## config.mk

```make
export PLATFORM = sky130hd
export DESIGN_NAME = decaying_threshold_peak_picker
export DESIGN_NICKNAME = d
export VERILOG_FILES = /design/src/hw/rtl/dtpp_pkg.sv /design/src/hw/rtl/decaying_threshold_peak_picker.sv /design/src/hw/rtl/dtpp_front.sv /design/src/hw/rtl/dtpp_queue.sv /design/src/hw/rtl/dtpp_back.sv
export VERILOG_INCLUDE_DIRS = /design/src /design/src/hw/rtl
export SDC_FILE = /design/constraint.sdc
export NUM_CORES = 2
export LEC_CHECK = 0
export ABC_AREA = 1
export BUFFER_PORTS_ARGS = -buffer_cell sky130_fd_sc_hd__clkbuf_2
export CAP_MARGIN = 20
export CORE_MARGIN = 10
export CORE_UTILIZATION = 40
export DETAILED_ROUTE_END_ITERATION = 8
export SLEW_MARGIN = 20
export SYNTH_ARGS = -nofsm -noshare
export SYNTH_HDL_FRONTEND = slang
export SYNTH_SLANG_ARGS = --single-unit
```

## constraint.sdc

```tcl
create_clock -name clock -period 19.65 [get_ports clock]
set_input_delay 0 -clock clock [delete_from_list [all_inputs] [get_ports clock]]
set_output_delay 0 -clock clock [all_outputs]
set_load 0.005 [all_outputs]
```

## src/hw/rtl/decaying_threshold_peak_picker_macros.svh

```systemverilog
// Assertion macros for the decaying-threshold peak picker.
// Included by the top level; no other dependencies.
`ifndef DECAYING_THRESHOLD_PEAK_PICKER_MACROS_SVH
`define DECAYING_THRESHOLD_PEAK_PICKER_MACROS_SVH

`ifndef ASSERT_OFF
`define DTPP_ASSERT_IMPL(lbl, clk, rst, ante, cons) \
   lbl: assert property (@(posedge clk) disable iff (rst) (ante) |-> (cons)) \
      else $error("%m: same-cycle check failed");
`define DTPP_ASSERT_NEXT(lbl, clk, rst, ante, cons) \
   lbl: assert property (@(posedge clk) disable iff (rst) (ante) |=> (cons)) \
      else $error("%m: next-cycle check failed");
`else
`define DTPP_ASSERT_IMPL(lbl, clk, rst, ante, cons)
`define DTPP_ASSERT_NEXT(lbl, clk, rst, ante, cons)
`endif

`endif

```

## src/hw/rtl/dtpp_pkg.sv

```systemverilog
// Shared types, constants and the local-maximum rule of the peak picker.
// No dependencies; used by every RTL file of the block.
package dtpp_pkg;

   localparam int unsigned MAX_LENGTH_DEFAULT = 65536;

   // Depth must stay a power of two so the pointers wrap on their own.
   localparam int unsigned QUEUE_DEPTH = 4;
   localparam int unsigned QPTR_W      = $clog2(QUEUE_DEPTH);

   localparam logic [1:0] MODE_TIE_RIGHT = 2'd0;
   localparam logic [1:0] MODE_TIE_LEFT  = 2'd1;
   localparam logic [1:0] MODE_STRICT    = 2'd2;
   localparam logic [1:0] MODE_TIE_BOTH  = 2'd3;

   localparam logic [1:0] CSR_PEAK_MODE     = 2'd0;
   localparam logic [1:0] CSR_DECAY_RATE    = 2'd1;
   localparam logic [1:0] CSR_MIN_THRESHOLD = 2'd2;

   localparam logic [15:0]        DECAY_RATE_RESET    = 16'd58982;
   localparam logic signed [15:0] MIN_THRESHOLD_RESET = 16'sd0;

   localparam logic signed [31:0] THR_MAX = 32'sh7FFF_FFFF;
   localparam logic signed [31:0] THR_MIN = 32'sh8000_0000;
   localparam logic [15:0]        COUNT_MAX = 16'hFFFF;

   typedef struct packed {
      logic signed [15:0] sample;
      logic               frame_end;
   } req_type;

   typedef struct packed {
      logic [15:0]        position;
      logic               peak_flag;
      logic signed [31:0] threshold;
      logic [15:0]        peak_count;
      logic               last;
   } rsp_type;

   // One position handed from the classifier to the threshold unit.
   typedef struct packed {
      logic [15:0]        position;
      logic signed [15:0] sample;
      logic               candidate;
      logic               last;
   } op_type;

   // Zero, one or two positions pushed in one cycle; op_a goes in first.
   typedef struct packed {
      logic [1:0] count;
      op_type     op_a;
      op_type     op_b;
   } push_type;

   function automatic logic is_local_max(logic [1:0] mode, logic signed [15:0] l,
                                         logic signed [15:0] c, logic signed [15:0] r);
      logic result;
      unique case (mode)
         MODE_TIE_RIGHT: result = (c > l) && (c >= r);
         MODE_TIE_LEFT:  result = (c >= l) && (c > r);
         MODE_STRICT:    result = (c > l) && (c > r);
         MODE_TIE_BOTH:  result = (c >= l) && (c >= r);
      endcase
      return result;
   endfunction

endpackage

```

## src/hw/rtl/decaying_threshold_peak_picker.sv

```systemverilog
// Channel   Ports                              Transaction
// req       req_valid/req_ready/req_data       one sample, frame_end marks the last one
// rsp       rsp_valid/rsp_ready/rsp_data       one position: flag, threshold, count, last
// csr       csr_write_en/csr_index/csr_wdata   one register write, no wait
//
// One sample per cycle is accepted while the queue has room. The threshold unit does one
// multiply-add and handles one position per cycle while the result register can take a result;
// the final sample of a frame brings two positions when the frame holds more than one sample.
// A result is registered from the head of the queue once the result register can take it.
// Reset is synchronous and clears all frame state at once; there is no clearing pass.
// The four-entry queue lets intake continue while rsp_ready is low, until fewer than two slots are free.
//
// Top level of the decaying-threshold peak picker: configuration registers and wiring.
// Depends on dtpp_pkg, dtpp_front, dtpp_queue, dtpp_back and the assertion macros.
`include "decaying_threshold_peak_picker_macros.svh"

module decaying_threshold_peak_picker import dtpp_pkg::*; #(
   parameter int unsigned MAX_LENGTH = MAX_LENGTH_DEFAULT
) (
   input  logic        clock,
   input  logic        reset,
   input  logic        req_valid,
   output logic        req_ready,
   input  req_type     req_data,
   output logic        rsp_valid,
   input  logic        rsp_ready,
   output rsp_type     rsp_data,
   input  logic        csr_write_en,
   input  logic [1:0]  csr_index,
   input  logic [15:0] csr_wdata
);

   logic [1:0]         peak_mode_ff, peak_mode_in;
   logic [15:0]        decay_rate_ff, decay_rate_in;
   logic signed [15:0] min_threshold_ff, min_threshold_in;

   push_type push;
   logic     room;
   logic     pop;
   op_type   q_head;
   logic     q_head_valid;

   assign req_ready = room;

   always_comb begin
      peak_mode_in     = peak_mode_ff;
      decay_rate_in    = decay_rate_ff;
      min_threshold_in = min_threshold_ff;
      if (csr_write_en) begin
         unique case (csr_index)
            CSR_PEAK_MODE:     peak_mode_in     = csr_wdata[1:0];
            CSR_DECAY_RATE:    decay_rate_in    = csr_wdata;
            CSR_MIN_THRESHOLD: min_threshold_in = $signed(csr_wdata);
            default: ;
         endcase
      end
   end

   always_ff @(posedge clock) begin
      if (reset) begin
         peak_mode_ff     <= MODE_STRICT;
         decay_rate_ff    <= DECAY_RATE_RESET;
         min_threshold_ff <= MIN_THRESHOLD_RESET;
      end else begin
         peak_mode_ff     <= peak_mode_in;
         decay_rate_ff    <= decay_rate_in;
         min_threshold_ff <= min_threshold_in;
      end
   end

   dtpp_front #(
      .MAX_LENGTH (MAX_LENGTH)
   ) u_front (
      .clock     (clock),
      .reset     (reset),
      .peak_mode (peak_mode_ff),
      .req_valid (req_valid),
      .req_data  (req_data),
      .room      (room),
      .push      (push)
   );

   dtpp_queue u_queue (
      .clock      (clock),
      .reset      (reset),
      .push       (push),
      .room       (room),
      .pop        (pop),
      .head       (q_head),
      .head_valid (q_head_valid)
   );

   dtpp_back u_back (
      .clock         (clock),
      .reset         (reset),
      .decay_rate    (decay_rate_ff),
      .min_threshold (min_threshold_ff),
      .head          (q_head),
      .head_valid    (q_head_valid),
      .pop           (pop),
      .rsp_valid     (rsp_valid),
      .rsp_ready     (rsp_ready),
      .rsp_data      (rsp_data)
   );

   // An accepted peak is always counted.
   `DTPP_ASSERT_IMPL(a_peak_counted, clock, reset, rsp_valid && rsp_data.peak_flag, rsp_data.peak_count != 16'd0)
   // The final position of a frame is never a peak.
   `DTPP_ASSERT_IMPL(a_last_not_peak, clock, reset, rsp_valid && rsp_data.last, !rsp_data.peak_flag)
   // A queued position with a free result register yields a result next cycle.
   `DTPP_ASSERT_NEXT(a_back_drains, clock, reset, q_head_valid && (!rsp_valid || rsp_ready), rsp_valid)
   // A frame-ending sample always leaves at least one position queued.
   `DTPP_ASSERT_NEXT(a_end_queued, clock, reset, req_valid && req_ready && req_data.frame_end, q_head_valid)

endmodule

```

## src/hw/rtl/dtpp_front.sv

```systemverilog
// Front end: accepts samples, keeps the three-sample window and classifies positions.
// Depends on dtpp_pkg; feeds dtpp_queue.
module dtpp_front import dtpp_pkg::*; #(
   parameter int unsigned MAX_LENGTH = MAX_LENGTH_DEFAULT
) (
   input  logic       clock,
   input  logic       reset,
   input  logic [1:0] peak_mode,
   input  logic       req_valid,
   input  req_type    req_data,
   input  logic       room,
   output push_type   push
);

   localparam int unsigned IDX_W = $clog2(MAX_LENGTH);
   localparam logic [IDX_W-1:0] IDX_LAST = IDX_W'(MAX_LENGTH - 1);

   logic [1:0]         fill_ff, fill_in;
   logic signed [15:0] older_ff, older_in;
   logic signed [15:0] newer_ff, newer_in;
   logic [15:0]        newer_pos_ff, newer_pos_in;
   logic [IDX_W-1:0]   idx_ff, idx_in;

   logic   accept;
   logic   have_prev;
   op_type win_op;
   op_type end_op;

   assign accept    = req_valid && room;
   assign have_prev = (fill_ff != 2'd0);

   always_comb begin
      win_op.position  = newer_pos_ff;
      win_op.sample    = newer_ff;
      win_op.candidate = (fill_ff == 2'd2)
                         && is_local_max(peak_mode, older_ff, newer_ff, req_data.sample);
      win_op.last      = 1'b0;

      // The frame's final position has no right neighbor, so it is never a peak.
      end_op.position  = 16'(idx_ff);
      end_op.sample    = req_data.sample;
      end_op.candidate = 1'b0;
      end_op.last      = 1'b1;

      push.count = accept ? ({1'b0, have_prev} + {1'b0, req_data.frame_end}) : 2'd0;
      push.op_a  = have_prev ? win_op : end_op;
      push.op_b  = end_op;
   end

   always_comb begin
      fill_in      = fill_ff;
      older_in     = older_ff;
      newer_in     = newer_ff;
      newer_pos_in = newer_pos_ff;
      idx_in       = idx_ff;
      if (accept) begin
         if (req_data.frame_end) begin
            fill_in      = 2'd0;
            older_in     = '0;
            newer_in     = '0;
            newer_pos_in = '0;
            idx_in       = '0;
         end else begin
            older_in     = newer_ff;
            newer_in     = req_data.sample;
            newer_pos_in = 16'(idx_ff);
            fill_in      = (fill_ff == 2'd2) ? 2'd2 : fill_ff + 2'd1;
            idx_in       = (idx_ff == IDX_LAST) ? '0 : idx_ff + IDX_W'(1);
         end
      end
   end

   always_ff @(posedge clock) begin
      if (reset) begin
         fill_ff      <= 2'd0;
         older_ff     <= '0;
         newer_ff     <= '0;
         newer_pos_ff <= '0;
         idx_ff       <= '0;
      end else begin
         fill_ff      <= fill_in;
         older_ff     <= older_in;
         newer_ff     <= newer_in;
         newer_pos_ff <= newer_pos_in;
         idx_ff       <= idx_in;
      end
   end

endmodule

```

## src/hw/rtl/dtpp_queue.sv

```systemverilog
// Short position queue between the classifier and the threshold unit.
// Depends on dtpp_pkg; takes up to two positions per cycle and releases at most one.
module dtpp_queue import dtpp_pkg::*; (
   input  logic     clock,
   input  logic     reset,
   input  push_type push,
   output logic     room,
   input  logic     pop,
   output op_type   head,
   output logic     head_valid
);

   localparam int unsigned CNT_W = QPTR_W + 1;

   op_type              entry_ff [QUEUE_DEPTH];
   op_type              entry_in [QUEUE_DEPTH];
   logic [QPTR_W-1:0]   wr_ptr_ff, wr_ptr_in;
   logic [QPTR_W-1:0]   rd_ptr_ff, rd_ptr_in;
   logic [CNT_W-1:0]    count_ff, count_in;

   // A sample can bring two positions, so room means two free slots.
   assign room       = (count_ff <= CNT_W'(QUEUE_DEPTH - 2));
   assign head       = entry_ff[rd_ptr_ff];
   assign head_valid = (count_ff != '0);

   always_comb begin
      entry_in = entry_ff;
      if (push.count != 2'd0) begin
         entry_in[wr_ptr_ff] = push.op_a;
      end
      if (push.count == 2'd2) begin
         entry_in[wr_ptr_ff + QPTR_W'(1)] = push.op_b;
      end
      wr_ptr_in = wr_ptr_ff + QPTR_W'(push.count);
      rd_ptr_in = rd_ptr_ff + QPTR_W'(pop);
      count_in  = count_ff + CNT_W'(push.count) - CNT_W'(pop);
   end

   always_ff @(posedge clock) begin
      entry_ff <= entry_in;
   end

   always_ff @(posedge clock) begin
      if (reset) begin
         wr_ptr_ff <= '0;
         rd_ptr_ff <= '0;
         count_ff  <= '0;
      end else begin
         wr_ptr_ff <= wr_ptr_in;
         rd_ptr_ff <= rd_ptr_in;
         count_ff  <= count_in;
      end
   end

endmodule

```

## src/hw/rtl/dtpp_back.sv

```systemverilog
// Back end: decays the threshold, accepts peaks, counts them and drives the result register.
// Depends on dtpp_pkg; takes positions from dtpp_queue.
module dtpp_back import dtpp_pkg::*; (
   input  logic               clock,
   input  logic               reset,
   input  logic [15:0]        decay_rate,
   input  logic signed [15:0] min_threshold,
   input  op_type             head,
   input  logic               head_valid,
   output logic               pop,
   output logic               rsp_valid,
   input  logic               rsp_ready,
   output rsp_type            rsp_data
);

   logic signed [31:0] thr_ff, thr_in;
   logic [15:0]        count_ff, count_in;
   logic               rsp_valid_ff, rsp_valid_in;
   rsp_type            rsp_ff, rsp_in;

   logic               take;
   logic signed [48:0] product;
   logic signed [31:0] decayed;
   logic signed [31:0] s256;
   logic               accept;
   logic signed [32:0] sum;
   logic signed [31:0] next_thr;
   logic [15:0]        next_count;

   assign take      = head_valid && (!rsp_valid_ff || rsp_ready);
   assign pop       = take;
   assign rsp_valid = rsp_valid_ff;
   assign rsp_data  = rsp_ff;

   always_comb begin
      // Rate is unsigned Q0.16; the arithmetic shift floors toward minus infinity.
      product  = thr_ff * $signed({1'b0, decay_rate});
      decayed  = $signed(product[47:16]);
      s256     = {{8{head.sample[15]}}, head.sample, 8'h00};
      accept   = head.candidate && (head.sample > min_threshold) && (s256 > decayed);
      sum      = {decayed[31], decayed} + (accept ? {s256[31], s256} : 33'sd0);
      if (sum[32] != sum[31]) begin
         next_thr = sum[32] ? THR_MIN : THR_MAX;
      end else begin
         next_thr = sum[31:0];
      end
      next_count = (accept && (count_ff != COUNT_MAX)) ? count_ff + 16'd1 : count_ff;

      thr_in       = thr_ff;
      count_in     = count_ff;
      rsp_in       = rsp_ff;
      rsp_valid_in = rsp_valid_ff && !rsp_ready;
      if (take) begin
         // The frame's final position clears the running state for the next frame.
         thr_in              = head.last ? 32'sd0 : next_thr;
         count_in            = head.last ? 16'd0 : next_count;
         rsp_in.position     = head.position;
         rsp_in.peak_flag    = accept;
         rsp_in.threshold    = next_thr;
         rsp_in.peak_count   = next_count;
         rsp_in.last         = head.last;
         rsp_valid_in        = 1'b1;
      end
   end

   always_ff @(posedge clock) begin
      rsp_ff <= rsp_in;
   end

   always_ff @(posedge clock) begin
      if (reset) begin
         thr_ff       <= '0;
         count_ff     <= '0;
         rsp_valid_ff <= 1'b0;
      end else begin
         thr_ff       <= thr_in;
         count_ff     <= count_in;
         rsp_valid_ff <= rsp_valid_in;
      end
   end

endmodule
```

# Yosys cells after proc, flatten, opt, wreduce, memory -nomap -nowiden
# Cells that the tools add are included.
[word_totals]
ff_bits = 358
elab_cells = 123
in_bits = 40
out_inout_bits = 68
[classes]
multipliers = 1
order_cmp = 12
n_reduce_logical = 24
addsub = 10
n_mux = 28
n_bitwise = 3
eq_ne = 10
[op_table]
columns = ["op", "n"]
rows = [
  ["bitwise mux 136 bit", 2],
  ["2-to-1 mux 136 bit", 2],
  ["2-to-1 mux 34 bit", 5],
  ["demux 34 bit (select 2 bit)", 2],
  ["2-to-1 mux 16 bit", 7],
  ["2-to-1 mux 32 bit", 3],
  ["binary-select mux 34 bit (select 2 bit)", 1],
  ["greater-than comparator 16 bit", 3],
  ["multiplier 32 x 17 -> 48 bit", 1],
  ["adder 33 bit", 1],
  ["2-to-1 mux 33 bit", 1],
  ["adder 16 x 1 -> 16 bit (second input constant)", 2],
  [">= comparator 16 bit", 2],
  ["greater-than comparator 24 x 32 -> 1 bit", 1],
  ["== test 16 bit (second input constant)", 1],
  ["!= test 16 bit (second input constant)", 1],
  ["logical AND 1 bit", 13],
  ["== test 2 bit (second input constant)", 5],
  [">= comparator 3 bit (second input constant)", 3],
  ["inverter 2 -> 3 bit", 3],
  ["< comparator 3 x 1 -> 1 bit (second input constant)", 2],
  ["2-to-1 mux 2 bit", 3],
  ["AND reduction 2 bit", 3],
  ["adder 2 x 1 -> 2 bit (second input constant)", 2],
  ["15 further kinds", 19],
]

# Depth between registers and ports, before layout
[depth]
depth_word = 12
ltp_mapped = 74

# Cells and area by module
# From an unflattened synthesis, not the netlist that was laid out.
[unflattened]
hier_cells = 5358
hier_area_um2 = 38757.2
[by_module_without_submodules]
columns = ["mod", "area_per_inst_um2", "cells_per_inst", "instances", "seq_area_each_um2"]
rows = [
  ["dtpp_back", 25313.0, 3237, 1, 2962.8],
  ["dtpp_queue", 7991.4, 1309, 1, 2862.7],
  ["dtpp_front", 4086.4, 611, 1, 1321.3],
  ["decaying_threshold_peak_picker", 1366.3, 201, 1, 680.7],
]

# Worst setup path after synthesis
# OpenSTA, ideal clock, no wires.
[synth_path]
path_kind = "register to register"
startpoint = "register u_back.thr_ff[7]"
endpoint = "register u_back.rsp_ff (netlist bit u_back.rsp_data[22]), data pin"
path_buffers = 4
t_arrival_ps = 10057
stages_incl_launch_ff = 66
slack_ps = 9332
path_cell_list = "dfxtp_1 -> clkbuf_1 -> clkbuf_1 -> nand2_1 -> fa_1 -> inv_1 -> fa_1 -> inv_1 -> fa_1 -> inv_1 -> fa_1 -> fa_1 -> inv_1 -> fa_1 -> inv_1 -> ha_1 -> nand2_1 -> nor2_1 -> [... 30 more ...] -> a21oi_1 -> o21ai_0 -> nand3_1 -> nand2_1 -> nand3_1 -> nand2_1 -> nand3_1 -> a21boi_0 -> o21ai_0 -> nand2_1 -> nand4_1 -> nand2_1 -> nand2_1 -> nand2_2 -> nand2_4 -> buf_6 -> nand3_1 -> nand2_1"
[synth_between]
elab_chain_len = 7
word_cells_on_any_way = 8
classes_between = "add/sub: 1; mul: 1; order compare: 1; eq/ne: 1; mux: 3; reduce/logical: 1"
[synth_rtl]
columns = ["element", "line_no", "rtl"]
rows = [
  ["start, declared", "dtpp_back.sv:16", "logic signed [31:0] thr_ff, thr_in;"],
  ["start signal, assigned", "dtpp_back.sv:76", "thr_ff <= thr_in;"],
  ["multiplier 32 x 17 -> 48 bit *", "dtpp_back.sv:37", "product = thr_ff * $signed({1'b0, decay_rate});"],
  ["greater-than comparator 24 x 32 -> 1 bit *", "dtpp_back.sv:40", "accept = head.candidate && (head.sample > min_threshold) && (s256 > decayed);"],
  ["logical AND 1 bit *", "dtpp_back.sv:40", ""],
  ["via u_back.accept", "dtpp_back.sv:25", "logic accept;"],
  ["2-to-1 mux 33 bit *", "dtpp_back.sv:41", "sum = {decayed[31], decayed} + (accept ? {s256[31], s256} : 33'sd0);"],
  ["adder 33 bit *", "dtpp_back.sv:41", ""],
  ["2-to-1 mux 32 bit / != test 1 bit (equally long branches)", "dtpp_back.sv:43, dtpp_back.sv:42", ""],
  ["2-to-1 mux 32 bit *", "dtpp_back.sv:42", "if (sum[32] != sum[31]) begin"],
  ["via u_back.next_thr[5]", "dtpp_back.sv:27", "logic signed [31:0] next_thr;"],
  ["end signal, assigned", "dtpp_back.sv:67", "rsp_ff <= rsp_in;"],
  ["end, declared", "dtpp_back.sv:19", "rsp_type rsp_ff, rsp_in;"],
]
# Mark *: on every way through the listed nets, which the timed path passes. The rest lies on a longest branch.
# A chain may end at the register's enable or synchronous reset.

# Worst setup path after layout
[layout_path]
startpoint = "register u_back.thr_ff[10]"
endpoint = "register u_back.thr_ff[15]"
[layout_between]
elab_chain_len = 8
word_cells_on_any_way = 9
classes_between = "add/sub: 1; mul: 1; order compare: 1; eq/ne: 1; mux: 4; reduce/logical: 1"
[layout_rtl]
columns = ["element", "line_no", "rtl"]
rows = [
  ["multiplier 32 x 17 -> 48 bit *", "dtpp_back.sv:37", ""],
  ["greater-than comparator 24 x 32 -> 1 bit", "dtpp_back.sv:40", ""],
  ["logical AND 1 bit", "dtpp_back.sv:40", ""],
  ["2-to-1 mux 33 bit", "dtpp_back.sv:41", ""],
  ["adder 33 bit *", "dtpp_back.sv:41", ""],
  ["2-to-1 mux 32 bit / != test 1 bit (equally long branches)", "dtpp_back.sv:43, dtpp_back.sv:42", ""],
  ["2-to-1 mux 32 bit *", "dtpp_back.sv:42", ""],
  ["via u_back.next_thr[15]", "dtpp_back.sv:27", ""],
  ["2-to-1 mux 32 bit *", "dtpp_back.sv:55", "thr_in = head.last ? 32'sd0 : next_thr;"],
]
# Marks and branches as above.

==> key figures <==
STA
  • Count of final setup violators: 0
  • Fmax: 76.30 MHz
  • Fin crit share: 0.6670
  • Post-route setup slack: 6543 ps
  • Sum Neg Setup Slack: 0 ps
  • Worst slew pin tran: 1096 ps
  • Setup Skew: 34.04 ps
  • Max-slew violations: 0
  • Slew Limit Headroom: 0.2693
  • RSZ-0062 raised after global routing: no
  • Minimum clock period: 13110 ps
  • Fin. Hold Viols: 0

Yosys
  • Post-synthesis async set-or-reset flop share: 0
  • Syn nets: 5530
  • Top FF cell, synth: dfxtp_1
  • Distinct cells, synth: 58
  • EDFF count, synth: 66
  • Yosys warnings: 0
  • Synthesized area per cell: 7.640 um2
  • Seq/Total Area, Yosys: 0.2137
  • Mapped cell area: 0.03663 mm2
  • Cell count after synthesis: 4795
  • #FFs+latches synth: 358

Setup path
  • Worst Path Required: 20160 ps
  • Critical path's most frequent cell: nand2_1
  • WS Path Type: flip-flop to flip-flop
  • Max stage delay cell, worst path: dfxtp_1
  • Worst Setup End Kind: flip-flop
  • FF-to-FF path depth: 57
  • Crit path max fanout: 18
  • CP peak stage delay: 1030 ps
  • Worst EP arrival: 13620 ps
  • Element type at the critical path start: flip-flop

Global route
  • GRT Overall Usage: 0.2121
  • Largest net degree at the start of global routing: 72
  • Antenna violations before repair: 0
  • First-pass GRT wire length: 175100 um
  • Number of global-route vias before repair: 30570
  • Final global-route overflow total: 0

Die
  • Core box area: 0.09042 mm2
  • Initial core utilization: 0.4051
  • Ports: 108
  • Rows: 110
  • DIE AREA: 0.1041 mm2
  • Chip Height: 322.6 um
  • Die Span X: 322.6 um

Cells and area
  • Synthesis-to-finish area growth: 8.897%
  • Post-Layout Cell Count: 5988
  • Diode count: 0
  • Highest-count cells in the layout ignoring fill and taps: nand2_1 (1171), inv_1 (1058), fa_1 (484)
  • Layout cells sized above 1: 0.06193
  • Nets: 5516
  • Fill cells: 9094
  • Commonest non-fill, non-tap cell in the layout: nand2_1

Route
  • Residual DRC count: 0
  • Total Wirelength: 110000 um
  • Vias per cell: 5.125
  • Routed WL per cell: 18.36 um
  • Drt pass-1 iters: 5
  • DRT iter0 DRCs: 2079
  • Final ANT Viol Nets: 0
  • Via count: 30690

Worst hold path
  • Hold Path Class: input pin to flip-flop
  • Hold depth: 3

Clock network
  • Later-pin clock latency in the skew report: 610 ps
  • H-tree depth: 2
  • TritonCTS clock tree: built
  • Clock Tree Buf Depth: 3
  • Worst-path clk slew: 60 ps
  • CTS Buf Count: 40
  • Clock Tree Root: clkbuf_16
  • Sinks on Clock Net: 358

Place
  • Post-DP HPWL: 80320 um
  • Placed cells: 5862
  • DP Worst Slack: 6688 ps
  • Port bufs: 107
  • GPL Wtd Cong: 0.9209

Run
  • Max Cap Viol: 0

Status
  • Status: completed
==> sequential cells by signal, indices dropped and copies added (netlist names) <==
name / count
peak_mode_ff: 2
u_back.rsp_data: 66
u_back.rsp_valid: 1
u_back.count_ff: 16
u_front.newer_pos_ff: 16
decay_rate_ff: 16
u_front.fill_ff: 2
u_back.thr_ff: 32
u_front.older_ff: 16
min_threshold_ff: 16
u_queue.wr_ptr_ff: 2
u_queue.rd_ptr_ff: 2
u_front.idx_ff: 16
u_front.newer_ff: 16
u_queue.entry_ff: 136
u_queue.count_ff: 3
==> final cells by class <==
cell class	instances	area [um2]	area share
sequential	358	7843	0.1966
inverter	1064	3995	0.1001
clock buffer	56	1121	0.02810
multi-input combinational	3110	23850	0.5979
tap	1176	1471	0.03688
timing repair buffer	207	1421	0.03563
clock inverter	17	190.2	0.004767
==> what timing repair did <==
item / CTS / global route
resized for setup: 0 / 0
setup buffers: 0 / 0
hold buffers: 53 / 0
endpoints found under the hold margin: 157 / 0
==> cells in the mapped netlist, drive strengths merged (3+ instances only) <==
master	count	area (um2)
clkbuf	242	908.4
o21ai	282	1415
dfxtp	292	5846
a21oi	221	1125
nor4	8	50.05
nor3	27	135.1
and2	13	81.33
o22ai	35	219.0
buf	21	116.4
o311ai	3	26.28
edfxtp	66	1982
nand2	1194	4542
inv	1062	3986
xor2	44	385.4
a211oi	22	165.2
o2111ai	3	26.28
o211ai	132	991.0
o21a	7	52.55
nor2	206	795.8
ha	211	2640
nand4	29	206.5
xnor2	31	271.5
a21o	6	45.04
o21bai	6	45.04
nand3	109	575.6
nand3b	5	37.54
a21boi	3	22.52
fa	484	9689
a31oi	7	43.79
==> path summary, 6_finish.rpt <==
check	slack (ps)	from	to
hold reg to reg	460	decay_rate_ff[15]	decay_rate_ff[15]
setup reg to reg	6540	u_back.thr_ff[10]	u_back.thr_ff[15]
hold / removal	80	csr_write_en	min_threshold_ff[0]
setup / recovery	6540	u_back.thr_ff[10]	u_back.thr_ff[15]
==> through the flow <==
stage          area [um2]  hold slack (ps)  utilization
4_1_cts             39890            95.84       0.4411
5_1_grt             39890            148.9       0.4412
3_5_place_dp        38050            249.1       0.4207
6_report            39890            83.61       0.4412
2_1_floorplan       36630            126.3            -
3_3_place_gp        38040            242.9       0.4207
==> cell families after synthesis <==
| family | synth area share |
|---|---|
| xor gates and xnor gates | 0.01793 |
| AOI/OAI and AO/OA | 0.1180 |
| adders and majority gates | 0.3366 |
| DFF | 0.2137 |
| muxes | 0.0003074 |
| buffers and inverters | 0.1370 |
| and+or+nand+nor | 0.1765 |
==> worst max-delay path: cells and delay by family, from the launching register on <==
kind | cells | cell delay [ps]
and+or+nand+nor | 30 | 4200
AOI/OAI and AO/OA | 9 | 1940
DFF | 1 | 1030
xor gates and xnor gates | 1 | 330
buffers and inverters | 8 | 1250
adders and majority gates | 9 | 4240
==> layer usage <==
metal / wire length, um / vias to the layer above / track usage
met5: 0 / - / 0
met4: 2086 / 0 / 0.04620
met3: 8267 / 122 / 0.03694
met2: 50300 / 990 / 0.3448
met1: 49300 / 14940 / 0.2929
li1: - / 14640 / -
Power is left out: the tool's default activity adds up to more than one toggle a clock period on the data nets, which glitch-free logic cannot reach.
